File: src/rtl/fat_pkg.sv
// ----------------------------------------------------------------------------
// fat_pkg
// Types and codes shared by the fragment ack status table and its cell ring.
// ----------------------------------------------------------------------------
package fat_pkg;

    localparam int CFG_W      = 7;   // fragment_count register width
    localparam int FRAG_IDX_W = 6;   // fragment index field width
    localparam int CNT_OUT_W  = 7;   // count fields in a result
    localparam int LIST_LIMIT = 64;  // most results one list command gives
    localparam int LIST_CNT_W = 7;   // holds 0..LIST_LIMIT

    // command opcodes
    localparam logic [1:0] OP_SET        = 2'd0;
    localparam logic [1:0] OP_RESET_SENT = 2'd1;
    localparam logic [1:0] OP_LIST       = 2'd2;
    localparam logic [1:0] OP_QUERY      = 2'd3;

    // status codes for a set command
    localparam logic [1:0] STAT_UNSENT = 2'd0;
    localparam logic [1:0] STAT_SENT   = 2'd1;
    localparam logic [1:0] STAT_ACKED  = 2'd2;
    localparam logic [1:0] STAT_NACKED = 2'd3;

    typedef struct packed {
        logic [1:0]            opcode;
        logic [1:0]            new_status;
        logic [FRAG_IDX_W-1:0] fragment_index;
    } cmd_item_t;

    typedef struct packed {
        logic [FRAG_IDX_W-1:0] listed_index;
        logic                  index_valid;
        logic                  last_result;
        logic                  accepted;
        logic [CNT_OUT_W-1:0]  not_acked_total;
        logic [CNT_OUT_W-1:0]  acked_total;
        logic [CNT_OUT_W-1:0]  sent_total;
        logic [CNT_OUT_W-1:0]  unsent_total;
        logic [FRAG_IDX_W-1:0] last_sent;
        logic [FRAG_IDX_W-1:0] highest_sent;
    } rsp_item_t;

    // per-fragment flag pair held in one cell
    typedef struct packed {
        logic sent;
        logic acked;
    } frag_flags_t;

endpackage

File: src/rtl/fat_cell.sv
// ----------------------------------------------------------------------------
// fat_cell
// One fragment's sent/acked flags; loads its neighbor's flags on shift.
// ----------------------------------------------------------------------------
module fat_cell
    import fat_pkg::*;
(
    input  logic        clk,
    input  logic        rst_n,
    input  logic        shift,
    input  frag_flags_t flags_in,
    output frag_flags_t flags
);

    frag_flags_t flags_reg;
    frag_flags_t flags_next;

    always_comb
    begin
        flags_next = flags_reg;
        if (shift)
        begin
            flags_next = flags_in;
        end
    end

    always_ff @(posedge clk or negedge rst_n)
    begin
        if (!rst_n)
        begin
            flags_reg <= '0;
        end
        else
        begin
            flags_reg <= flags_next;
        end
    end

    assign flags = flags_reg;

endmodule

File: src/rtl/fat_ring.sv
// ----------------------------------------------------------------------------
// fat_ring
// Ring of flag cells. Each shift moves every cell one place toward the head;
// the tail takes the (possibly updated) head flags written back by control.
// ----------------------------------------------------------------------------
module fat_ring
    import fat_pkg::*;
#(
    parameter int DEPTH = 64
)
(
    input  logic        clk,
    input  logic        rst_n,
    input  logic        shift,
    input  frag_flags_t tail_in,
    output frag_flags_t head
);

    frag_flags_t cell_flags [DEPTH];

    for (genvar i = 0; i < DEPTH; i++)
    begin : g_cell
        frag_flags_t cell_in;

        if (i == DEPTH - 1)
        begin : g_tail
            assign cell_in = tail_in;
        end
        else
        begin : g_body
            assign cell_in = cell_flags[i+1];
        end

        fat_cell u_cell (
            .clk      (clk),
            .rst_n    (rst_n),
            .shift    (shift),
            .flags_in (cell_in),
            .flags    (cell_flags[i])
        );
    end

    assign head = cell_flags[0];

endmodule

File: src/rtl/fragment_ack_status_table.sv
// ----------------------------------------------------------------------------
// fragment_ack_status_table
// Per-fragment sent/acked tracking for one sample, with list and count.
// ----------------------------------------------------------------------------
// Flow: a command is taken when idle and walks the ring once, applying the
//   command and counting flags; its result is then registered once the
//   output is free. A list command with unsent fragments walks the ring a
//   second time instead and emits unsent indices as they reach the head,
//   pausing the ring while the output stalls.
// Commands: a new command is taken only once the last is through, as set by
//   the rotation of the flag ring through the head.
// Reset: all flags, last/highest sent cleared; fragment_count reads 64.
// ----------------------------------------------------------------------------
module fragment_ack_status_table
    import fat_pkg::*;
#(
    parameter int MAX_FRAGMENTS = 64
)
(
    input  logic             clk,
    input  logic             rst_n,
    // command channel
    input  logic             cmd_valid,
    output logic             cmd_stall,
    input  cmd_item_t        cmd,
    // result channel
    output logic             rsp_valid,
    input  logic             rsp_stall,
    output rsp_item_t        rsp,
    // fragment_count register
    input  logic             cfg_write_en,
    input  logic [CFG_W-1:0] cfg_write_data
);

    // position counter, count accumulators, common compare width
    localparam int PW = (MAX_FRAGMENTS > 1) ? $clog2(MAX_FRAGMENTS) : 1;
    localparam int CW = $clog2(MAX_FRAGMENTS + 1);
    localparam int NW = (CW > CFG_W) ? CW : CFG_W;
    localparam logic [PW-1:0] POS_LAST = PW'(MAX_FRAGMENTS - 1);

    // controller states
    localparam logic [1:0] S_IDLE  = 2'd0;
    localparam logic [1:0] S_WALK  = 2'd1;  // apply command, count flags
    localparam logic [1:0] S_LIST  = 2'd2;  // second turn: emit unsent indices
    localparam logic [1:0] S_REPLY = 2'd3;  // single result of a non-list cmd, or of a list with nothing to list

    logic [1:0]            state_reg,        state_next;
    logic [PW-1:0]         pos_reg,          pos_next;
    cmd_item_t             cmd_reg,          cmd_next;
    logic                  set_ok_reg,       set_ok_next;
    logic [CW-1:0]         na_reg,           na_next;
    logic [CW-1:0]         ak_reg,           ak_next;
    logic [CW-1:0]         st_reg,           st_next;
    logic [CW-1:0]         us_reg,           us_next;
    logic [LIST_CNT_W-1:0] k_reg,            k_next;
    logic [LIST_CNT_W-1:0] limit_reg,        limit_next;
    logic [FRAG_IDX_W-1:0] last_sent_reg,    last_sent_next;
    logic [FRAG_IDX_W-1:0] highest_sent_reg, highest_sent_next;
    logic [CFG_W-1:0]      frag_count_reg,   frag_count_next;
    logic                  rsp_valid_reg,    rsp_valid_next;
    rsp_item_t             rsp_reg,          rsp_next;

    frag_flags_t head;
    frag_flags_t head_upd;
    logic        ring_shift;
    logic [NW-1:0] n_eff;
    logic        in_range;
    logic        rsp_free;
    logic        found;
    logic [CW-1:0] na_walk;
    rsp_item_t   rsp_base;

    fat_ring #(
        .DEPTH (MAX_FRAGMENTS)
    ) u_ring (
        .clk     (clk),
        .rst_n   (rst_n),
        .shift   (ring_shift),
        .tail_in (head_upd),
        .head    (head)
    );

    // a count above capacity acts as full capacity
    assign n_eff = (NW'(frag_count_reg) > NW'(MAX_FRAGMENTS)) ?
                   NW'(MAX_FRAGMENTS) : NW'(frag_count_reg);

    assign in_range = NW'(pos_reg) < n_eff;
    assign rsp_free = !rsp_valid_reg || !rsp_stall;

    // flags of the head fragment after this command
    always_comb
    begin
        head_upd = head;
        if (state_reg == S_WALK && in_range)
        begin
            case (cmd_reg.opcode)
                OP_SET:
                begin
                    if (set_ok_reg &&
                        NW'(cmd_reg.fragment_index) == NW'(pos_reg))
                    begin
                        case (cmd_reg.new_status)
                            STAT_SENT:  head_upd = '{sent: 1'b1, acked: 1'b0};
                            STAT_ACKED: head_upd = '{sent: 1'b1, acked: 1'b1};
                            default:    head_upd = '{sent: 1'b0, acked: 1'b0};
                        endcase
                    end
                end
                OP_RESET_SENT:
                begin
                    if (head.sent && !head.acked)
                    begin
                        head_upd = '{sent: 1'b0, acked: 1'b0};
                    end
                end
                default:
                begin
                    head_upd = head;
                end
            endcase
        end
    end

    // an unsent fragment at the head during the list turn, below the list limit
    assign found = (state_reg == S_LIST) && in_range &&
                   !head.sent && !head.acked && (k_reg < limit_reg);

    // the ring moves only in the walk and list turns, pausing when a listed index cannot be handed out yet
    assign ring_shift = (state_reg == S_WALK) ||
                        (state_reg == S_LIST && !(found && !rsp_free));

    // not-acked count including the fragment at the head this cycle
    assign na_walk = na_reg +
                     CW'(in_range && !head_upd.sent && !head_upd.acked);

    // fields every result shares
    always_comb
    begin
        rsp_base.listed_index    = '0;
        rsp_base.index_valid     = 1'b0;
        rsp_base.last_result     = 1'b1;
        rsp_base.accepted        = 1'b1;
        rsp_base.not_acked_total = CNT_OUT_W'(na_reg);
        rsp_base.acked_total     = CNT_OUT_W'(ak_reg);
        rsp_base.sent_total      = CNT_OUT_W'(st_reg);
        rsp_base.unsent_total    = CNT_OUT_W'(us_reg);
        rsp_base.last_sent       = last_sent_reg;
        rsp_base.highest_sent    = highest_sent_reg;
    end

    always_comb
    begin
        state_next        = state_reg;
        pos_next          = pos_reg;
        cmd_next          = cmd_reg;
        set_ok_next       = set_ok_reg;
        na_next           = na_reg;
        ak_next           = ak_reg;
        st_next           = st_reg;
        us_next           = us_reg;
        k_next            = k_reg;
        limit_next        = limit_reg;
        last_sent_next    = last_sent_reg;
        highest_sent_next = highest_sent_reg;
        frag_count_next   = frag_count_reg;
        rsp_valid_next    = rsp_valid_reg && rsp_stall;
        rsp_next          = rsp_reg;

        if (cfg_write_en)
        begin
            frag_count_next = cfg_write_data;
        end

        case (state_reg)
            S_IDLE:
            begin
                if (cmd_valid)
                begin
                    cmd_next    = cmd;
                    set_ok_next = NW'(cmd.fragment_index) < n_eff;
                    pos_next    = '0;
                    na_next     = '0;
                    ak_next     = '0;
                    st_next     = '0;
                    us_next     = '0;
                    // sent marks are bookkept at accept time
                    if (cmd.opcode == OP_SET && cmd.new_status == STAT_SENT &&
                        NW'(cmd.fragment_index) < n_eff)
                    begin
                        last_sent_next = cmd.fragment_index;
                        if (cmd.fragment_index > highest_sent_reg)
                        begin
                            highest_sent_next = cmd.fragment_index;
                        end
                    end
                    state_next = S_WALK;
                end
            end

            S_WALK:
            begin
                if (in_range)
                begin
                    na_next = na_walk;
                    ak_next = ak_reg + CW'(head_upd.acked);
                    st_next = st_reg + CW'(head_upd.sent || head_upd.acked);
                    us_next = us_reg + CW'(!head_upd.sent);
                end
                if (pos_reg == POS_LAST)
                begin
                    pos_next = '0;
                    k_next   = '0;
                    limit_next = (NW'(na_walk) > NW'(LIST_LIMIT)) ?
                                 LIST_CNT_W'(LIST_LIMIT) : LIST_CNT_W'(na_walk);
                    if (cmd_reg.opcode == OP_LIST && na_walk != '0)
                    begin
                        state_next = S_LIST;
                    end
                    else
                    begin
                        state_next = S_REPLY;
                    end
                end
                else
                begin
                    pos_next = pos_reg + PW'(1);
                end
            end

            S_LIST:
            begin
                if (ring_shift)
                begin
                    if (found)
                    begin
                        rsp_next              = rsp_base;
                        rsp_next.listed_index = FRAG_IDX_W'(pos_reg);
                        rsp_next.index_valid  = 1'b1;
                        rsp_next.last_result  = (k_reg == limit_reg - LIST_CNT_W'(1));
                        rsp_valid_next        = 1'b1;
                        k_next                = k_reg + LIST_CNT_W'(1);
                    end
                    if (pos_reg == POS_LAST)
                    begin
                        pos_next   = '0;
                        state_next = S_IDLE;
                    end
                    else
                    begin
                        pos_next = pos_reg + PW'(1);
                    end
                end
            end

            S_REPLY:
            begin
                if (rsp_free)
                begin
                    rsp_next          = rsp_base;
                    rsp_next.accepted = (cmd_reg.opcode != OP_SET) || set_ok_reg;
                    rsp_valid_next    = 1'b1;
                    state_next        = S_IDLE;
                end
            end

            default:
            begin
                state_next = S_IDLE;
            end
        endcase
    end

    always_ff @(posedge clk or negedge rst_n)
    begin
        if (!rst_n)
        begin
            state_reg        <= S_IDLE;
            pos_reg          <= '0;
            cmd_reg          <= '0;
            set_ok_reg       <= 1'b0;
            na_reg           <= '0;
            ak_reg           <= '0;
            st_reg           <= '0;
            us_reg           <= '0;
            k_reg            <= '0;
            limit_reg        <= '0;
            last_sent_reg    <= '0;
            highest_sent_reg <= '0;
            frag_count_reg   <= CFG_W'(64);
            rsp_valid_reg    <= 1'b0;
            rsp_reg          <= '0;
        end
        else
        begin
            state_reg        <= state_next;
            pos_reg          <= pos_next;
            cmd_reg          <= cmd_next;
            set_ok_reg       <= set_ok_next;
            na_reg           <= na_next;
            ak_reg           <= ak_next;
            st_reg           <= st_next;
            us_reg           <= us_next;
            k_reg            <= k_next;
            limit_reg        <= limit_next;
            last_sent_reg    <= last_sent_next;
            highest_sent_reg <= highest_sent_next;
            frag_count_reg   <= frag_count_next;
            rsp_valid_reg    <= rsp_valid_next;
            rsp_reg          <= rsp_next;
        end
    end

    assign cmd_stall = (state_reg != S_IDLE);
    assign rsp_valid = rsp_valid_reg;
    assign rsp       = rsp_reg;

endmodule

File: config.mk
export PLATFORM = sky130hd
export DESIGN_NAME = fragment_ack_status_table
export DESIGN_NICKNAME = d
export VERILOG_FILES = /design/src/rtl/fat_pkg.sv /design/src/rtl/fat_cell.sv /design/src/rtl/fat_ring.sv /design/src/rtl/fragment_ack_status_table.sv
export SDC_FILE = /design/constraint.sdc
export NUM_CORES = 1
export LEC_CHECK = 0
export ABC_AREA = 1
export BUFFER_PORTS_ARGS = -buffer_cell sky130_fd_sc_hd__buf_2
export CAP_MARGIN = 20
export CORE_ASPECT_RATIO = 2
export CORE_MARGIN = 2
export CORE_UTILIZATION = 60
export CTS_CLUSTER_SIZE = 40
export DETAILED_ROUTE_END_ITERATION = 6
export HOLD_SLACK_MARGIN = 0.06
export PLACE_DENSITY = 0.79
export RECOVER_POWER = 100
export SLEW_MARGIN = 20
export SYNTH_ARGS = -nofsm -noshare
export SYNTH_HDL_FRONTEND = slang
export SYNTH_HIERARCHICAL = 1
export SYNTH_SLANG_ARGS = --single-unit
export TNS_END_PERCENT = 5
File: constraint.sdc
create_clock -name clk -period 13.1 [get_ports clk]
set_input_delay 3.275 -clock clk [delete_from_list [all_inputs] [get_ports clk]]
set_output_delay 3.275 -clock clk [all_outputs]
set_load 0.03 [all_outputs]
==> results of run 1 <==
kinds of logic (layout without fill, tap and decap cells):
logic type | count (synthesis) | in the layout | synth area share, %
AND/OR/NAND/NOR | 795 | 795 | 27.0
adder cells (fa/ha/maj) | 39 | 39 | 4.18
XOR/XNOR | 32 | 32 | 2.40
AO/OA/AOI/OAI | 98 | 98 | 4.91
flip-flops | 258 | 258 | 55.3
buffers and inverters | 172 | 260 | 5.87
multiplexers | 4 | 4 | 0.385
area by class of cell:
type | count | area [sq um] | area share (%)
tap | 259 | 324 | 2.50
sequential | 258 | 6460 | 49.7
inverter | 140 | 527 | 4.06
timing repair buffer | 77 | 333 | 2.56
clock buffer | 33 | 694 | 5.35
multi-input combinational | 968 | 4530 | 34.9
clock inverter | 10 | 116 | 0.896
power by group through the flow:
stage	Sequential, W	Clock [W]	Combinational, W
2_1_floorplan	0.000903	0	0.000343
3_3_place_gp	0.000914	0	0.000402
3_5_place_dp	0.000916	0	0.000413
4_1_cts	0.000902	0.000726	0.000419
5_1_grt	0.000911	0.000759	0.000485
6_report	0.000903	0.000711	0.000418
final timing paths:
check,endpoint,depth (start not counted),startpoint,slack [ns]
max in group clk,rsp[2],9,rsp_stall,6.60
setup / recovery,u_ring/g_cell[58].u_cell/flags[1],2,rst_n,6.31
hold / removal,u_ring/g_cell[38].u_cell/flags[1],2,u_ring/g_cell[39].u_cell/flags[1],0.47
setup reg to reg,rsp[2],16,frag_count_reg[4],7.94
hold reg to reg,u_ring/g_cell[38].u_cell/flags[1],2,u_ring/g_cell[39].u_cell/flags[1],0.47
min in group asynchronous,k_reg[3],1,rst_n,2.78
cells in the final DEF, fill, tap and decap left out, types with 5 or more instances in the layout:
| master | n |
|---|---|
| sky130_fd_sc_hd__a21oi_1 | 11 |
| sky130_fd_sc_hd__buf_2 | 17 |
| sky130_fd_sc_hd__clkbuf_1 | 60 |
| sky130_fd_sc_hd__clkbuf_16 | 24 |
| sky130_fd_sc_hd__clkbuf_8 | 6 |
| sky130_fd_sc_hd__clkinv_2 | 5 |
| sky130_fd_sc_hd__dfrtp_1 | 257 |
| sky130_fd_sc_hd__ha_1 | 39 |
| sky130_fd_sc_hd__inv_1 | 138 |
| sky130_fd_sc_hd__nand2_1 | 642 |
| sky130_fd_sc_hd__nand3_1 | 83 |
| sky130_fd_sc_hd__nand4_1 | 10 |
| sky130_fd_sc_hd__nor2_1 | 41 |
| sky130_fd_sc_hd__nor3_1 | 12 |
| sky130_fd_sc_hd__o21ai_0 | 55 |
| sky130_fd_sc_hd__o22ai_1 | 6 |
| sky130_fd_sc_hd__o31ai_1 | 20 |
| sky130_fd_sc_hd__xnor2_1 | 11 |
| sky130_fd_sc_hd__xor2_1 | 21 |
metal layers:
metal	part of all wire [%]	wire length (microns)	up-vias	global-route usage [%]
li1	-	-	4515	-
met1	40	9510	4294	29.3
met2	53	12600	166	42.3
met3	3.6	850	57	2.99
met4	3.7	872	0	10.0
met5	0	0	-	0
stage by stage:
stage          std cells  hold WS [ns]  area, sq um  setup slack, ns  power (W)
2_1_floorplan       1398         0.442        11700             6.41    0.00125
3_3_place_gp        1702         0.451        12300             7.47    0.00132
3_5_place_dp        1702         0.453        12300             7.42    0.00133
4_1_cts             1745         0.468        13100             7.95    0.00205
5_1_grt             1745         0.490        13000             5.41    0.00216
6_report            1745         0.467        13000             6.31    0.00203
==> results.cfg, run 1 <==
[status]
run_status = complete, but fails checks
failed_checks = max-capacitance violations, max-slew violations

[clock_network]
cts_max_level = 1
cts_made_buffers = 24
cts_root_buffer = sky130_fd_sc_hd__clkbuf_16
cts_tree = yes
post_cts_setup_inserts = 0
cts_resized = 0
postCtsHoldBufs = 0
clock_insertion_delay_worst_skew_ns = 0.54
worst_setup_hold_path_clk_slew_ns = 0.07
clk_sinks = 258
clockBufferDepth = 3

[finish]
share_of_cells_above_drive_strength_1_pct = 4.85
net_total_in_the_final_layout = 1530
n_antenna_cell = 0
largest_reg_flops = 128
postLayoutCoreUtil_pct = 67.7
fill_cells = 1600
p_r_area_growth_vs_syn_pct = 11.1

[synthesis]
post_syn_area_per_cell_sq_um = 8.36
dominantRegCellSynth = sky130_fd_sc_hd__dfrtp_1
ys_seq_area_share_pct = 55.3
syn_area_sq_mm = 0.0117
synthDominantCellAreaShare_pct = 55.0
synth_async_sr_flop_share_pct = 100
ys_warn_count = 6
ys_ff_latch = 258
synthTopCellsByCount = sky130_fd_sc_hd__nand2_1 (641), sky130_fd_sc_hd__dfrtp_1 (257), sky130_fd_sc_hd__inv_1 (138)
synth.top_cells.by_area = sky130_fd_sc_hd__dfrtp_1 (55%), sky130_fd_sc_hd__nand2_1 (21%), sky130_fd_sc_hd__inv_1 (4.4%)
post_synth_top_area_cell = sky130_fd_sc_hd__dfrtp_1
synth_fp_nets = 1459
synth_edf_count = 0
post_synthesis_instance_total = 1398
synth.most_common_cell = sky130_fd_sc_hd__nand2_1
synth.distinct_cells = 34

[setup_path]
critPathMaxStageDelay_ns = 2.63
arrival_ns = 6.60
worst_setup_path_end_kind = asynchronous set/reset pin
critPathMaxFanout = 120
timing.critical_path.max_delay_family = buffers and inverters
worstPathCellList = buf_8, clkbuf_1
critPathSlowestCell = sky130_fd_sc_hd__clkbuf_1
critical_path_buf_inv_count = 2
worst-endpoint-required_ns = 12.91
timing.setup.critical_path_class = in -> async
setup.worst_path.start_class = input pin

[floorplanning]
vertical_extent_of_the_die_microns = 201
initial_utilization_pct = 60.9
floorplan.core_area_sq_mm = 0.0192
number_of_core_rows = 72
die_width_microns = 103
pin_count = 73
fp.dieArea_sq_mm = 0.0207

[detailed_routing]
drt_pre_antenna_iters = 5
drt-wirelength-per-cell_microns = 13.6
antenna_violating_nets_post_route = 0
vias = 9032
drc_marker_count_from_the_first_detailed_route_iteration = 472
via_per_inst = 5.18
drcViolationCount = 0
detail_route.wirelength_mm = 23.8

[sta]
drv_slew = 365
worstMarginPinSlew_ns = 3.65
finalSetupTns_ns = 0
setup_viol = 0
max_freq_ghz = 0.147
minimum_period_implied_by_the_final_worst_setup_slack_ns = 6.79
rsz_0062_raised_after_global_routing = no
layout_worst_path_cycle_share_pct = 51.8
timing.slew.headroom_pct = -143
clock-skew-final_ns = 0.0230
hold_violations = 0

[power]
power_report.internal_total_w = 0.00138
power.combinational.fraction_pct = 20.6
pwr_density_cell_mw_per_mm2 = 157
switching_share_pct = 32.2
worst_supply_voltage_drop_on_vdd_mv = 0.134
power.leakage_nw = 7.22
clock_power_share_pct = 35.0
power_switching_w = 0.000655
share_seq_of_total_power_pct = 44.4

[global_route]
number_of_antenna_violations_at_the_first_check_in_global_routing = 0
globalRoute.totalOverflow = 0
grt.total_usage_pct = 24.1
global_route_wire_length_before_repair_mm = 40.6
grt_pass1_vias = 9000
grt_max_degree = 131

[hold_path]
min-delay-path-class = reg -> reg

[place]
port_buffers = 72
half_perimeter_wire_length_after_placement_mm = 16.1
gpl.final_weighted_congestion = 0.843

[job]
max-cap-violations = 6
No activity file was read; power rests on OpenSTA's default activity.
==> run 2: changes to the inputs <==
--- a/config.mk
+++ b/config.mk
@@ -10,11 +10,11 @@
 export CAP_MARGIN = 20
 export CORE_ASPECT_RATIO = 2
 export CORE_MARGIN = 2
-export CORE_UTILIZATION = 60
+export CORE_UTILIZATION = 55
 export CTS_CLUSTER_SIZE = 40
 export DETAILED_ROUTE_END_ITERATION = 6
 export HOLD_SLACK_MARGIN = 0.06
-export PLACE_DENSITY = 0.79
+export PLACE_DENSITY = 0.76
 export RECOVER_POWER = 100
 export SLEW_MARGIN = 20
 export SYNTH_ARGS = -nofsm -noshare
==> constraint.sdc (replaced) <==
create_clock -name clk -period 5.95 [get_ports clk]
set_input_delay 1.4875 -clock clk [delete_from_list [all_inputs] [get_ports clk]]
set_output_delay 1.4875 -clock clk [all_outputs]
set_load 0.03 [all_outputs]
==> run 2 against run 1 <==
Net effect: the flow still finishes with violations (max-capacitance violations, max-slew violations); critical path type is now reg -> reg; largest cell class unchanged; die area rose by 8.8%; sequential share of layout area grew 0.44 points; combinational power increased by 120%; clock power is 91% higher; global-route usage is 2.3 points lower; power up 110%.
==> results.cfg, run 2 (same netlist as run 1, synthesis figures left out) <==
[status]
run_status = complete, but fails checks
failed_checks = max-capacitance violations, max-slew violations

[global_route]
global_route_wire_length_before_repair_mm = 40.4
grt.total_usage_pct = 21.8
grt_pass1_vias = 8886
globalRoute.totalOverflow = 0
grt_max_degree = 118
number_of_antenna_violations_at_the_first_check_in_global_routing = 4

[clock_network]
cts_tree = yes
postCtsHoldBufs = 0
cts_made_buffers = 22
clock_insertion_delay_worst_skew_ns = 0.52
cts_max_level = 1
worst_setup_hold_path_clk_slew_ns = 0.07
cts_root_buffer = sky130_fd_sc_hd__clkbuf_16
post_cts_setup_inserts = 0
clk_sinks = 258
cts_resized = 0
clockBufferDepth = 3

[setup_path]
setup.worst_path.start_class = flip-flop
timing.setup.critical_path_class = reg -> reg
critPathMaxStageDelay_ns = 0.47
worst-endpoint-required_ns = 6.42
worstSetupStartpoint = frag_count_reg[4]
timing.critical_path.max_delay_family = simple AND/OR/NAND/NOR gates
r2r_start = frag_count_reg[4]
worst_setup_path_end_kind = flip-flop
crit_top_cell = sky130_fd_sc_hd__nand2_1
critical_path_buf_inv_count = 0
arrival_ns = 4.76
critPathSlowestCell = sky130_fd_sc_hd__a21boi_0
critPathMaxFanout = 5

[place]
half_perimeter_wire_length_after_placement_mm = 16.5
gpl.final_weighted_congestion = 0.839
post_dp_cell_area_sq_mm = 0.0123
dp_cells = 1714
port_buffers = 72

[floorplanning]
initial_utilization_pct = 55.8
floorplan.core_area_sq_mm = 0.0209
number_of_core_rows = 75
vertical_extent_of_the_die_microns = 210
die_width_microns = 107
fp.dieArea_sq_mm = 0.0225
pin_count = 73

[finish]
p_r_area_growth_vs_syn_pct = 10.2
leading_cell_type_in_the_layout_fill_and_taps_excluded = sky130_fd_sc_hd__nand2_1
highest_count_cells_in_the_layout_ignoring_fill_and_taps = sky130_fd_sc_hd__nand2_1 (642), sky130_fd_sc_hd__dfrtp_1 (257), sky130_fd_sc_hd__inv_1 (137)
share_of_cells_above_drive_strength_1_pct = 4.39
largest_reg_flops = 128
layout.cell_area.non_filler_sq_mm = 0.0129
net_total_in_the_final_layout = 1530
fill_cells = 1848
final_cells = 1750

[power]
pwr_density_cell_mw_per_mm2 = 332
worst_supply_voltage_drop_on_vdd_mv = 0.215
power.leakage_nw = 7.17

[sta]
rsz_0062_raised_after_global_routing = no
worstMarginPinSlew_ns = 2.69
setup_viol = 0
max_freq_ghz = 0.233
hold_violations = 0
layout_worst_path_cycle_share_pct = 72.1
minimum_period_implied_by_the_final_worst_setup_slack_ns = 4.29
timing.slew.headroom_pct = -79.1
finalSetupTns_ns = 0
drv_slew = 281
clock-skew-final_ns = 0.0213

[detailed_routing]
antenna_violating_nets_post_route = 0
drc_marker_count_from_the_first_detailed_route_iteration = 407
vias = 8934
drt_pre_antenna_iters = 5
detail_route.wirelength_mm = 23.7
drt-wirelength-per-cell_microns = 13.5
via_per_inst = 5.11
drcViolationCount = 0

[job]
max-cap-violations = 3

[hold_path]
min-delay-path-class = reg -> reg
hold_startpoint = u_ring/g_cell[6].u_cell/flags[0]
-- run 2: cell types whose count changed in the layout (fill, tap and decap cells not counted), sizes merged --
| cell | change |
|---|---|
| bufinv | -1 |
| clkbuf | -7 |
| buf | +3 |
| clkinvlp | -2 |
| diode | +2 |
-- run 2: worst paths after layout --
| kind | end | slack (ns) | depth (start not counted) |
|---|---|---|---|
| setup / recovery | state_reg[0] | 1.66 | 25 |
| hold / removal | u_ring/g_cell[6].u_cell/flags[0] | 0.47 | 2 |
| setup reg to reg | state_reg[0] | 1.66 | 25 |
| hold reg to reg | u_ring/g_cell[6].u_cell/flags[0] | 0.47 | 2 |
| max in group asynchronous | u_ring/g_cell[25].u_cell/flags[1] | 1.97 | 2 |
| min in group asynchronous | highest_sent_reg[1] | 0.93 | 1 |
-- run 2: area by class of cell --
class,instances,area [sq um],share of cell area [%]
Sequential cell,258,6460,50.2
Multi-Input combinational cell,968,4530,35.2
Clock buffer,27,579,4.50
Inverter,140,526,4.08
Timing Repair Buffer,79,362,2.81
Tap cell,269,337,2.61
Clock inverter,7,73.8,0.574
Antenna cell,2,5.00,0.0389
-- run 2: routing by layer --
layer	routed length, microns	vias to the layer above	global-route usage [%]
met1	9500	4264	26.4
met4	694	4	8.20
met5	25	-	0
met3	769	44	2.78
met2	12700	126	39.2
li1	-	4496	-
-- run 2: where the power goes --
group	total [W]	internal (W)	switching, W
sequential	0.00199	0.00189	0.000102
clock	0.00136	0.000734	0.000624
combinational	0.000921	0.000246	0.000676
total	0.00427	0.00287	0.00140
-- run 2: tightest hold or removal path, stage by stage, from the launching register on --
cell	delay [ns]
sky130_fd_sc_hd__dfrtp_1	0.34
sky130_fd_sc_hd__nand2_1	0.05
sky130_fd_sc_hd__nand2_1	0.04
-- run 2: metrics by stage --
| stage | util, % | total power, W | setup slack, ns | hold WS [ns] |
|---|---|---|---|---|
| 2_1_floorplan | - | 0.00274 | 1.05 | 0.442 |
| 3_3_place_gp | 58.9 | 0.00291 | 2.24 | 0.448 |
| 3_5_place_dp | 58.9 | 0.00294 | 2.11 | 0.453 |
| 4_1_cts | 62.0 | 0.00432 | 2.09 | 0.470 |
| 5_1_grt | 61.5 | 0.00454 | 1.10 | 0.492 |
| 6_report | 61.5 | 0.00427 | 1.66 | 0.471 |
==> run 3: changes to the inputs <==
--- a/config.mk
+++ b/config.mk
@@ -5,16 +5,16 @@
 export SDC_FILE = /design/constraint.sdc
 export NUM_CORES = 1
 export LEC_CHECK = 0
-export ABC_AREA = 1
+export ABC_AREA = 0
 export BUFFER_PORTS_ARGS = -buffer_cell sky130_fd_sc_hd__buf_2
 export CAP_MARGIN = 20
 export CORE_ASPECT_RATIO = 2
 export CORE_MARGIN = 2
-export CORE_UTILIZATION = 55
+export CORE_UTILIZATION = 60
 export CTS_CLUSTER_SIZE = 40
 export DETAILED_ROUTE_END_ITERATION = 6
 export HOLD_SLACK_MARGIN = 0.06
-export PLACE_DENSITY = 0.76
+export PLACE_DENSITY = 0.79
 export RECOVER_POWER = 100
 export SLEW_MARGIN = 20
 export SYNTH_ARGS = -nofsm -noshare
==> constraint.sdc (replaced) <==
create_clock -name clk -period 4.2 [get_ports clk]
set_input_delay 1.05 -clock clk [delete_from_list [all_inputs] [get_ports clk]]
set_output_delay 1.05 -clock clk [all_outputs]
set_load 0.03 [all_outputs]
==> run 3 against run 2 <==
Net effect: the run still ends with max-capacitance violations, max-slew violations left; global-route usage increased by 1.2 points; non-clock buffer count rose by 15; setup slack lost 1.4 ns; routed wire length fell by 6.0%.
==> results.cfg, run 3 <==
[power]
power.leakage_nw = 6.23
worst_supply_voltage_drop_on_vdd_mv = 0.402
pwr_density_cell_mw_per_mm2 = 496

[global_route]
grt_use_met2_pct = 42.3
globalRoute.totalOverflow = 0
global_route_wire_length_before_repair_mm = 37.1
globalRouteMet1Util_pct = 25.9
number_of_antenna_violations_at_the_first_check_in_global_routing = 0
grt.total_usage_pct = 23.0
grt_max_degree = 105
gr-max-usage-layer = met2
met3_usage_pct = 2.46
grt_pass1_vias = 7729

[floorplanning]
pin_count = 73
initial_utilization_pct = 60.8
die_width_microns = 101
number_of_core_rows = 71
floorplan.core_area_sq_mm = 0.0187
vertical_extent_of_the_die_microns = 199
fp.dieArea_sq_mm = 0.0202

[finish]
leading_cell_type_in_the_layout_fill_and_taps_excluded = sky130_fd_sc_hd__dfrtp_1
n_antenna_cell = 0
net_total_in_the_final_layout = 1042
p_r_area_growth_vs_syn_pct = 12.9
postLayoutCoreUtil_pct = 68.6
layout.cell_area.non_filler_sq_mm = 0.0129
share_of_cells_above_drive_strength_1_pct = 28.2
total_area_of_multi_input_combinational_cells_sq_mm = 0.00472
fill_cells = 1380
final-seq-area_sq_mm = 0.00646
highest_count_cells_in_the_layout_ignoring_fill_and_taps = sky130_fd_sc_hd__dfrtp_1 (257), sky130_fd_sc_hd__mux2_2 (189), sky130_fd_sc_hd__nand2_1 (63)
largest_reg_flops = 128

[hold_path]
min-delay-path-class = reg -> reg
min_to = rsp[2]
hold_startpoint = rsp[2]
holdPathStages = 2

[setup_path]
worst_setup_path_end_kind = flip-flop
worstSetupStartpoint = frag_count_reg[6]
r2r_start = frag_count_reg[6]
timing.setup.critical_path_class = reg -> reg
reg2reg_setup_slack_ns = 0.30
setup.worst_path.start_class = flip-flop
arrival_ns = 4.31
reg2regPathDepth = 16
reg2reg_to = limit_reg[0]
critPathMaxFanout = 11
worst-endpoint-required_ns = 4.61

[clock_network]
cts_max_level = 1
postCtsHoldBufs = 0
cts_root_buffer = sky130_fd_sc_hd__clkbuf_16
clk_sinks = 258
cts_tree = yes
clock_insertion_delay_worst_skew_ns = 0.52
worst_setup_hold_path_clk_slew_ns = 0.07
clockBufferDepth = 3
cts_made_buffers = 23

[sta]
setup_viol = 0
setup_ws_ns = 0.298
layout_worst_path_cycle_share_pct = 92.9
minimum_period_implied_by_the_final_worst_setup_slack_ns = 3.90
hold_violations = 0
rsz_0062_raised_after_global_routing = no
finalSetupTns_ns = 0
clock-skew-final_ns = 0.0161
timing.slew.headroom_pct = -76.4
max_freq_ghz = 0.256
hold-worst-slack_ns = 0.479
drv_slew = 103
worstMarginPinSlew_ns = 2.65

[synthesis]
syn_area_sq_mm = 0.0114
ys_warn_count = 6
synthDominantCellAreaShare_pct = 56.5
synth.top_cells.by_area = sky130_fd_sc_hd__dfrtp_1 (56%), sky130_fd_sc_hd__mux2_2 (19%), sky130_fd_sc_hd__ha_1 (4.3%)
synth.most_common_cell = sky130_fd_sc_hd__dfrtp_1
synth_edf_count = 0
synth_fp_nets = 949
synth_async_sr_flop_share_pct = 100
synth.distinct_cells = 56
post_synth_top_area_cell = sky130_fd_sc_hd__dfrtp_1
synthTopCellsByCount = sky130_fd_sc_hd__dfrtp_1 (257), sky130_fd_sc_hd__mux2_2 (192), sky130_fd_sc_hd__nand2_1 (63)
dominantRegCellSynth = sky130_fd_sc_hd__dfrtp_1
post_synthesis_instance_total = 888
ys_seq_area_share_pct = 56.7
ys_ff_latch = 258
post_syn_area_per_cell_sq_um = 12.8

[detailed_routing]
drt_pre_antenna_iters = 4
drt-wirelength-per-cell_microns = 17.8
antenna_violating_nets_post_route = 0
drcViolationCount = 0
drc_marker_count_from_the_first_detailed_route_iteration = 173
detail_route.wirelength_mm = 22.3
vias = 7229
via_per_inst = 5.77

[job]
max-cap-violations = 1

[place]
gpl.final_weighted_congestion = 0.850
half_perimeter_wire_length_after_placement_mm = 15.5
post_dp_cell_area_sq_mm = 0.0122
post_place_setup_slack_ns = 0.0220
port_buffers = 72

[status]
run_status = complete, but fails checks
failed_checks = max-capacitance violations, max-slew violations
-- run 3: cell count changes after synthesis, sizes merged, moves of 7 or more --
cell / delta
a211oi: +18
and3: +7
inv: -111
mux2: +188
nand2: -579
nand2b: +11
nand3: -67
nor2: -7
o31ai: -7
xnor2: +20
xor2: -19
-- run 3: report_power, final --
part / switching, W / leakage [nW] / internal, W
Sequential: 0.000169 / 3.44 / 0.00265
Combinational: 0.000804 / 2.39 / 0.000562
Clock: 0.000926 / 0.398 / 0.00127
Total: 0.00190 / 6.23 / 0.00448
-- run 3: per-stage QoR --
stage	total power, W	std cells
2_1_floorplan	0.00383	888
3_3_place_gp	0.00420	1208
3_5_place_dp	0.00423	1208
4_1_cts	0.00646	1249
5_1_grt	0.00668	1252
6_report	0.00638	1252
-- run 3: area by class of cell --
type / instances / area share [%]
inverter: 29 / 0.846
timing repair buffer: 94 / 3.55
multi-input combinational: 575 / 36.7
sequential: 258 / 50.2
clock buffer: 25 / 4.53
tap: 255 / 2.48
clock inverter: 16 / 1.63
-- run 3: kinds of logic after synthesis --
family                   share of synthesized area (%)
AND/OR/NAND/NOR                                   7.88
adder cells (fa/ha/maj)                           4.28
flip-flops                                        56.7
multiplexers                                      19.1
buffers and inverters                             1.96
XOR/XNOR                                          2.54
AO/OA/AOI/OAI                                     7.57
-- run 3: worst max-delay path by stage --
stage | to | cells past startpoint
final | limit_reg[0] | 16
after global routing | limit_reg[0] | 16
after CTS | limit_reg[2] | 15
after detailed placement | limit_reg[0] | 15
after global placement | limit_reg[2] | 15
after floorplan | u_ring/g_cell[0].u_cell/flags[0] | 10
-- run 3: metal layers --
metal	wire length, microns	vias up
met2	12400	140
met3	531	66
met5	0	-
met4	974	0
met1	8420	3662
li1	-	3361
-- run 3: timing repair --
item	4_1_cts	5_1_grt
resized for setup	0	4
buffers inserted	0	3
endpoints found under the setup margin	0	8
-- run 3: critical path, cell delays in order, from the launching register on --
cell                        delay, ns
sky130_fd_sc_hd__dfstp_2         0.61
sky130_fd_sc_hd__nand2b_1        0.16
sky130_fd_sc_hd__ha_1            0.24
sky130_fd_sc_hd__a211oi_1        0.29
sky130_fd_sc_hd__or3_4           0.20
sky130_fd_sc_hd__o2111ai_1       0.09
sky130_fd_sc_hd__a222oi_1        0.32
sky130_fd_sc_hd__buf_4           0.18
sky130_fd_sc_hd__o311ai_2        0.12
sky130_fd_sc_hd__nor2_1          0.12
sky130_fd_sc_hd__ha_1            0.18
sky130_fd_sc_hd__ha_1            0.23
sky130_fd_sc_hd__nand3_1         0.12
sky130_fd_sc_hd__nor2_1          0.22
sky130_fd_sc_hd__xor2_2          0.30
sky130_fd_sc_hd__a21oi_1         0.16
sky130_fd_sc_hd__a22o_1          0.22
